### src/rtl/core/fcc_pkg.sv
// ============================================================================
// fcc_pkg: shared constants for the fluid cell colorizer
// Mode codes, field widths, pipeline depth and fixed-point constants.
// ============================================================================
`default_nettype none

package fcc_pkg;

	// field widths
	localparam int DENS_W  = 24;
	localparam int VEL_W   = 32;
	localparam int CHAN_W  = 8;
	localparam int MODE_W  = 2;
	localparam int WHOLE_W = DENS_W - 8;   // integer part of Q15.8

	// color mode codes
	localparam logic [MODE_W-1:0] MODE_WHITE = 2'd0;
	localparam logic [MODE_W-1:0] MODE_HUE   = 2'd1;
	localparam logic [MODE_W-1:0] MODE_VEL   = 2'd2;

	// hue sectors of the six-sector HSV rule
	localparam logic [2:0] SEC_RED_YEL = 3'd0;
	localparam logic [2:0] SEC_YEL_GRN = 3'd1;
	localparam logic [2:0] SEC_GRN_CYN = 3'd2;
	localparam logic [2:0] SEC_CYN_BLU = 3'd3;
	localparam logic [2:0] SEC_BLU_MAG = 3'd4;

	// cycles from accepted item to result strobe
	localparam int LATENCY = 6;

	// velocity map: (v*5100 + 255*2^20) >> 21
	localparam int                PROD_W   = 46;
	localparam logic signed [13:0] VEL_GAIN = 14'sd5100;
	localparam logic signed [PROD_W-1:0] VEL_BIAS = PROD_W'(255) <<< 20;

	// hue wrap: bias to a positive value that is a multiple of 360
	localparam logic signed [17:0] HUE_OFFSET = 18'sd33120;
	// floor(x/45) for x < 2^14 as (x*RECIP_45) >> 20
	localparam logic [14:0] RECIP_45 = 15'd23302;
	// floor(h/60) for h < 360 as (h*RECIP_60) >> 16
	localparam logic [10:0] RECIP_60 = 11'd1093;

	localparam logic [CHAN_W-1:0] CHAN_MAX = 8'd255;

endpackage

`default_nettype wire

### src/rtl/core/fluid_cell_colorizer_core.sv
// ============================================================================
// fluid_cell_colorizer_core: fluid cell to RGBA color
// Maps density or velocity of one cell to a color, selected by mode_q.
// ============================================================================
//
// Usage:
//   Input channel: an item (cell_density, velocity_x, velocity_y) is taken
//   at each rising edge with start high and busy low. busy never rises, so
//   one item can be taken every cycle.
//   Result channel: done is high for exactly one cycle with red, green,
//   blue and alpha valid. Throughput is one item per cycle, set by a
//   six-stage pipeline (input, multiply, wrap/clamp, hue subtract,
//   sector, color select).
//   Configuration: cfg_data is written to mode_q at an edge with
//   cfg_valid and cfg_ready high; cfg_ready is always high. Each item
//   carries the mode that was current when it was taken.
//   Reset: arst_n low clears all stage valid bits and sets mode_q to 0.
//   The receiver cannot stall; nothing holds the pipeline.
//
`default_nettype none

module fluid_cell_colorizer_core
	import fcc_pkg::*;
(
	input  wire logic                     clk,
	input  wire logic                     arst_n,
	// item in
	input  wire logic                     start,
	output logic                          busy,
	input  wire logic signed [DENS_W-1:0] cell_density,
	input  wire logic signed [VEL_W-1:0]  velocity_x,
	input  wire logic signed [VEL_W-1:0]  velocity_y,
	// result out
	output logic                          done,
	output logic [CHAN_W-1:0]             red,
	output logic [CHAN_W-1:0]             green,
	output logic [CHAN_W-1:0]             blue,
	output logic [CHAN_W-1:0]             alpha,
	// config
	input  wire logic                     cfg_valid,
	output logic                          cfg_ready,
	input  wire logic [MODE_W-1:0]        cfg_data
);

	// clamp of one scaled velocity to 0..255
	function automatic logic [CHAN_W-1:0] vel_chan(input logic signed [PROD_W-1:0] num);
		logic [CHAN_W-1:0] res;
		if (num <= 0)
			res = '0;
		else if (num[PROD_W-1:21] > (PROD_W-21)'(CHAN_MAX))
			res = CHAN_MAX;
		else
			res = num[28:21];
		return res;
	endfunction

	logic [MODE_W-1:0] mode_q;

	assign busy      = 1'b0;
	assign cfg_ready = 1'b1;

	// mode register
	always_ff @(posedge clk or negedge arst_n) begin
		if (!arst_n)
			mode_q <= MODE_WHITE;
		else if (cfg_valid && cfg_ready)
			mode_q <= cfg_data;
	end

	// ---------------- stage 1: input register ----------------
	logic                     vld_s1;
	logic [MODE_W-1:0]        mode_s1;
	logic signed [DENS_W-1:0] dens_s1;
	logic signed [VEL_W-1:0]  velx_s1, vely_s1;

	always_ff @(posedge clk or negedge arst_n) begin
		if (!arst_n)
			vld_s1 <= 1'b0;
		else
			vld_s1 <= start && !busy;
	end

	always_ff @(posedge clk) begin
		if (start && !busy) begin
			mode_s1 <= mode_q;
			dens_s1 <= cell_density;
			velx_s1 <= velocity_x;
			vely_s1 <= velocity_y;
		end
	end

	// ---------------- stage 2: integer density, velocity products ----------------
	logic                      vld_s2;
	logic [MODE_W-1:0]         mode_s2;
	logic signed [WHOLE_W-1:0] whole_s2;
	logic signed [PROD_W-1:0]  prodx_s2, prody_s2;
	logic signed [WHOLE_W-1:0] whole_c;

	// truncate toward zero: round floor up when negative with fraction
	assign whole_c = dens_s1[DENS_W-1:8]
		+ WHOLE_W'(dens_s1[DENS_W-1] && (dens_s1[7:0] != 8'd0));

	always_ff @(posedge clk or negedge arst_n) begin
		if (!arst_n)
			vld_s2 <= 1'b0;
		else
			vld_s2 <= vld_s1;
	end

	always_ff @(posedge clk) begin
		mode_s2  <= mode_s1;
		whole_s2 <= whole_c;
		prodx_s2 <= velx_s1 * VEL_GAIN;
		prody_s2 <= vely_s1 * VEL_GAIN;
	end

	// ---------------- stage 3: hue bias and quotient, clamps ----------------
	logic                vld_s3;
	logic [MODE_W-1:0]   mode_s3;
	logic [16:0]         hue_u_s3;
	logic [7:0]          quo_s3;
	logic [CHAN_W-1:0]   wht_a_s3, vel_r_s3, vel_g_s3;
	logic signed [17:0]  hue_sum;
	logic [28:0]         quo_prod;
	logic [CHAN_W-1:0]   wht_a_c;

	// biased hue is positive and keeps the same residue mod 360
	assign hue_sum  = 18'(whole_s2) + HUE_OFFSET;
	assign quo_prod = hue_sum[16:3] * RECIP_45;

	always_comb begin
		if (whole_s2 < 0)
			wht_a_c = '0;
		else if (whole_s2 > WHOLE_W'(CHAN_MAX))
			wht_a_c = CHAN_MAX;
		else
			wht_a_c = whole_s2[CHAN_W-1:0];
	end

	always_ff @(posedge clk or negedge arst_n) begin
		if (!arst_n)
			vld_s3 <= 1'b0;
		else
			vld_s3 <= vld_s2;
	end

	always_ff @(posedge clk) begin
		mode_s3  <= mode_s2;
		hue_u_s3 <= hue_sum[16:0];
		quo_s3   <= quo_prod[27:20];
		wht_a_s3 <= wht_a_c;
		vel_r_s3 <= vel_chan(prodx_s2 + VEL_BIAS);
		vel_g_s3 <= vel_chan(prody_s2 + VEL_BIAS);
	end

	// ---------------- stage 4: hue = biased value mod 360 ----------------
	logic              vld_s4;
	logic [MODE_W-1:0] mode_s4;
	logic [8:0]        hue_s4;
	logic [CHAN_W-1:0] wht_a_s4, vel_r_s4, vel_g_s4;
	logic [16:0]       hue_diff;

	assign hue_diff = hue_u_s3 - 17'(quo_s3) * 17'd360;

	always_ff @(posedge clk or negedge arst_n) begin
		if (!arst_n)
			vld_s4 <= 1'b0;
		else
			vld_s4 <= vld_s3;
	end

	always_ff @(posedge clk) begin
		mode_s4  <= mode_s3;
		hue_s4   <= hue_diff[8:0];
		wht_a_s4 <= wht_a_s3;
		vel_r_s4 <= vel_r_s3;
		vel_g_s4 <= vel_g_s3;
	end

	// ---------------- stage 5: sector = hue / 60 ----------------
	logic              vld_s5;
	logic [MODE_W-1:0] mode_s5;
	logic [8:0]        hue_s5;
	logic [2:0]        sec_s5;
	logic [CHAN_W-1:0] wht_a_s5, vel_r_s5, vel_g_s5;
	logic [19:0]       sec_prod;

	assign sec_prod = hue_s4 * RECIP_60;

	always_ff @(posedge clk or negedge arst_n) begin
		if (!arst_n)
			vld_s5 <= 1'b0;
		else
			vld_s5 <= vld_s4;
	end

	always_ff @(posedge clk) begin
		mode_s5  <= mode_s4;
		hue_s5   <= hue_s4;
		sec_s5   <= sec_prod[18:16];
		wht_a_s5 <= wht_a_s4;
		vel_r_s5 <= vel_r_s4;
		vel_g_s5 <= vel_g_s4;
	end

	// ---------------- stage 6: ramps and color select ----------------
	logic              vld_s6;
	logic [CHAN_W-1:0] red_s6, green_s6, blue_s6, alpha_s6;
	logic [8:0]        hue_rem;
	logic [5:0]        rem;
	logic [9:0]        rem17;
	logic [CHAN_W-1:0] up, down;
	logic [CHAN_W-1:0] r_c, g_c, b_c, a_c;

	// r*255/60 = r*17/4, floor for the rising ramp, ceil for the falling one
	assign hue_rem = hue_s5 - 9'(sec_s5) * 9'd60;
	assign rem     = hue_rem[5:0];
	assign rem17   = {rem, 4'b0000} + 10'(rem);
	assign up      = rem17[9:2];
	assign down    = CHAN_MAX - 8'((11'(rem17) + 11'd3) >> 2);

	always_comb begin
		r_c = CHAN_MAX;
		g_c = CHAN_MAX;
		b_c = CHAN_MAX;
		a_c = CHAN_MAX;
		case (mode_s5)
			MODE_WHITE: begin
				a_c = wht_a_s5;
			end
			MODE_HUE: begin
				case (sec_s5)
					SEC_RED_YEL: begin r_c = CHAN_MAX; g_c = up;       b_c = '0;       end
					SEC_YEL_GRN: begin r_c = down;     g_c = CHAN_MAX; b_c = '0;       end
					SEC_GRN_CYN: begin r_c = '0;       g_c = CHAN_MAX; b_c = up;       end
					SEC_CYN_BLU: begin r_c = '0;       g_c = down;     b_c = CHAN_MAX; end
					SEC_BLU_MAG: begin r_c = up;       g_c = '0;       b_c = CHAN_MAX; end
					default:     begin r_c = CHAN_MAX; g_c = '0;       b_c = down;     end
				endcase
			end
			MODE_VEL: begin
				r_c = vel_r_s5;
				g_c = vel_g_s5;
			end
			default: begin
				// unused code: opaque white
				r_c = CHAN_MAX;
			end
		endcase
	end

	always_ff @(posedge clk or negedge arst_n) begin
		if (!arst_n)
			vld_s6 <= 1'b0;
		else
			vld_s6 <= vld_s5;
	end

	always_ff @(posedge clk) begin
		red_s6   <= r_c;
		green_s6 <= g_c;
		blue_s6  <= b_c;
		alpha_s6 <= a_c;
	end

	assign done  = vld_s6;
	assign red   = red_s6;
	assign green = green_s6;
	assign blue  = blue_s6;
	assign alpha = alpha_s6;

endmodule

`default_nettype wire

### config.mk
export PLATFORM = sky130hd
export DESIGN_NAME = fluid_cell_colorizer_core
export DESIGN_NICKNAME = d
export VERILOG_FILES = /design/src/rtl/core/fcc_pkg.sv /design/src/rtl/core/fluid_cell_colorizer_core.sv
export SDC_FILE = /design/constraint.sdc
export NUM_CORES = 2
export LEC_CHECK = 0
export ABC_AREA = 1
export BUFFER_PORTS_ARGS = -buffer_cell sky130_fd_sc_hd__clkbuf_2
export CELL_PAD_IN_SITES_DETAIL_PLACEMENT = 1
export CELL_PAD_IN_SITES_GLOBAL_PLACEMENT = 1
export CORE_MARGIN = 3
export CORE_UTILIZATION = 45
export DETAILED_ROUTE_END_ITERATION = 10
export HOLD_SLACK_MARGIN = 0.15
export PLACE_DENSITY = 0.87
export SYNTH_ARGS = -nofsm -noshare
export SYNTH_HDL_FRONTEND = slang
export SYNTH_SLANG_ARGS = --single-unit
### constraint.sdc
create_clock -name clk -period 5.7 [get_ports clk]
set_input_delay 0.57 -clock clk [delete_from_list [all_inputs] [get_ports clk]]
set_output_delay 0.57 -clock clk [all_outputs]
set_load 0.05 [all_outputs]
==> results.toml <==
[cells_and_area]
drive_above_1_share = 0.0809
areaGrowthSynthToFinish_pct = 13.0
design_area_sq_um = 37300
final_nets = 4881
utilization = 0.517
diodes = 0

[timing]
rsz0062_at_grt = "yes"
fin_crit_ns = 5.79
finalHoldViolCount = 0
setup_slack_ns = -0.0850
finalSetupViolCount = 1
tightest_slew_ns = 0.870
hold_slack_ns = 0.177
skew_ns = 0.0452
drv_slew = 0
slew_headroom = 0.420
fin_crit_sh = 1.01
fmax_mhz = 173
setup_tns_ns = -0.0850

[floorplanning]
io_pins = 129
die_w_um = 277
die_y_um = 277
coreArea_sq_um = 72100
dieArea_sq_um = 76600
fp-row-count = 98
initial_core_util = 0.457

[synthesis]
synth_edf_count = 90
postSynth.asyncResetShare = 0.0231
synth_commonest_cells = "inv_1, nand2_1, fa_1"
synth-warning-count = 0
avgSynthCellArea_sq_um = 8.90
netlist_instances = 3706
synth_area_leader_cell = "fa_1"
yosys.cell_types.count = 53
synth_most_common_cell = "inv_1"
yosysSeqAreaShare = 0.239
synth_flop_cell = "dfxtp_1"
netlist.area_leader.share = 0.255
synth_nets = 4629
synth_area_leaders = "fa_1, ha_1, dfxtp_1"
ys_ff_latch = 347
synth_area_sq_um = 33000

[clock_tree]
cts_buffers = 42
clock_latency_ns = 0.60
cts_tree = "yes"
cts.clk_slew.worst_paths_ns = 0.06
htreeDepth = 2
cts_root_buf = "clkbuf_16"
cts_sinks = 347
cts_max_path_buffers = 3

[status]
violations = "negative setup slack"
status = "complete, but fails checks"

[worst_setup_path]
worst-path-buf-inv = 5
cp.arrival_ns = 6.22
critPathKind = "reg2reg"
end_kind = "flop"
cp-start-kind = "flop"
worstPathCellList = "fa_1 -> inv_1 -> fa_1 -> inv_1 -> fa_1 -> fa_1 -> inv_1 -> fa_1 -> inv_1 -> ha_1 -> a21oi_1 -> a21boi_0 -> nand2_1 -> inv_1 -> nand2_1 -> a21oi_1 -> o21ai_0 -> nand2_1 -> nand2_1"
cp.required_ns = 6.14
cp_top_family = "adder cells"
cp_max_fo = 6
cpPeakStageDelay_ns = 0.60
crit_slowest_cell = "fa_1"

[global_route]
grt_overflow = 0
grt_pass1_vias = 29100
grt_pass1_wl_um = 154000
antenna_found_initial = 0
grt_max_degree = 57
track_usage = 0.251

[drt]
drt-initial-drc-count = 1088
postRouteAntennaNets = 0
num_vias = 25500
drt_first_pass_iters = 5
drc_errors = 0
wl_per_cell_um = 19.6
routed_via_density = 5.16
routed_wl_um = 96800

[placement]
io_buffers = 126
dp_hpwl_um = 77800
gp_congestion = 0.915
post_dp_cell_area_sq_um = 34900

[min_path]
min_path_type = "in2reg"

[job]
maxCapViolCount = 0
-- worst reg2reg max path: stages (launching register included) --
cell and delay, ns:
edfxtp_1 0.57, fa_1 0.60, inv_1 0.05, fa_1 0.51, inv_1 0.10, fa_1 0.54, fa_1 0.58, inv_1 0.10
fa_1 0.60, inv_1 0.07, ha_1 0.39, a21oi_1 0.24, a21boi_0 0.37, nand2_1 0.12, inv_1 0.07, nand2_1 0.09
a21oi_1 0.32, o21ai_0 0.16, nand2_1 0.08, nand2_1 0.08
-- flip-flops by register name, summed over array words and instances, names as in the netlist, 9 cells and up --
name and count:
dens_s1 24, whole_s2 16, hue_s4 9, vely_s1 32
hue_u_s3 9, prody_s2 44, velx_s1 32, prodx_s2 44
-- cell families (layout without fill, tap and decap cells) --
family | after synthesis | after routing | synth area share
other | 2 | 2 | 0.000228
adders and majority gates | 829 | 829 | 0.410
DFF | 347 | 347 | 0.239
buffers and inverters | 979 | 1264 | 0.112
muxes | 2 | 2 | 0.000683
AOI/OAI and AO/OA | 345 | 345 | 0.0588
xor gates and xnor gates | 157 | 157 | 0.0417
and+or+nand+nor | 1045 | 1045 | 0.138
-- worst paths after layout --
check	startpoint	endpoint	slack, ns	cells after the start
hold / removal	velocity_x[26]	velx_s1[26]	0.18	1
setup / recovery	vely_s1[21]	prody_s2[37]	-0.09	19
setup reg to reg	vely_s1[21]	prody_s2[37]	-0.09	19
hold reg to reg	vel_r_s3[3]	vel_r_s4[3]	0.31	0
min in group asynchronous	arst_n	mode_q[0]	0.37	2
max in group asynchronous	arst_n	vld_s1	5.12	2
-- per-stage QoR --
stage	std cells	setup WS, ns
floorplan	3706	0.277
global placement	4789	0.123
detailed placement	4789	-0.133
CTS	4930	0.00892
global route	4941	-0.194
finish	4941	-0.0850
-- layout make-up --
cell class	count	area, sq um
Fill cell	8475	34800
Multi-Input combinational cell	2380	21500
Sequential cell	347	7890
Inverter	970	3640
Timing Repair Buffer	217	1490
Clock buffer	56	1200
Tap cell	950	1190
Clock inverter	21	302
-- timing repair --
| item | CTS | global route |
|---|---|---|
| buffers inserted | 1 | 11 |
| hold endpoints to repair | 70 | 0 |
| gates resized for setup | 8 | 23 |
| pin swaps | 1 | 2 |
| hold buffers | 63 | 0 |
| setup endpoints to repair | 4 | 11 |
-- layer usage --
metal / part of all wire / vias to the layer above / track usage
li1: - / 11900 / -
met1: 0.40 / 12700 / 0.298
met2: 0.52 / 663 / 0.467
met3: 0.036 / 254 / 0.0289
met4: 0.043 / 0 / 0.0849
met5: 0 / - / 0
-- placed cells by master (no fill, tap or decap), drive strengths merged, types with 4 or more instances in the layout --
master       instances
o22ai                6
nand3b              12
dlygate4sd3         63
nor3b                4
a211oi               5
nand4               27
nor4                13
nand3              131
dfxtp              249
inv                978
a21oi              151
o21ai              104
a21boi               7
clkbuf             181
a31oi               22
o21bai              15
o21a                 7
bufinv               4
fa                 420
nor2               283
a21o                15
dfrtp                8
xor2               105
edfxtp              90
nor3                36
clkinv               9
buf                 29
nand2              526
ha                 409
or2                  7
xnor2               52
Power is not shown: default switching activity piles up to over one toggle a cycle in this logic, so the estimate is an artifact.
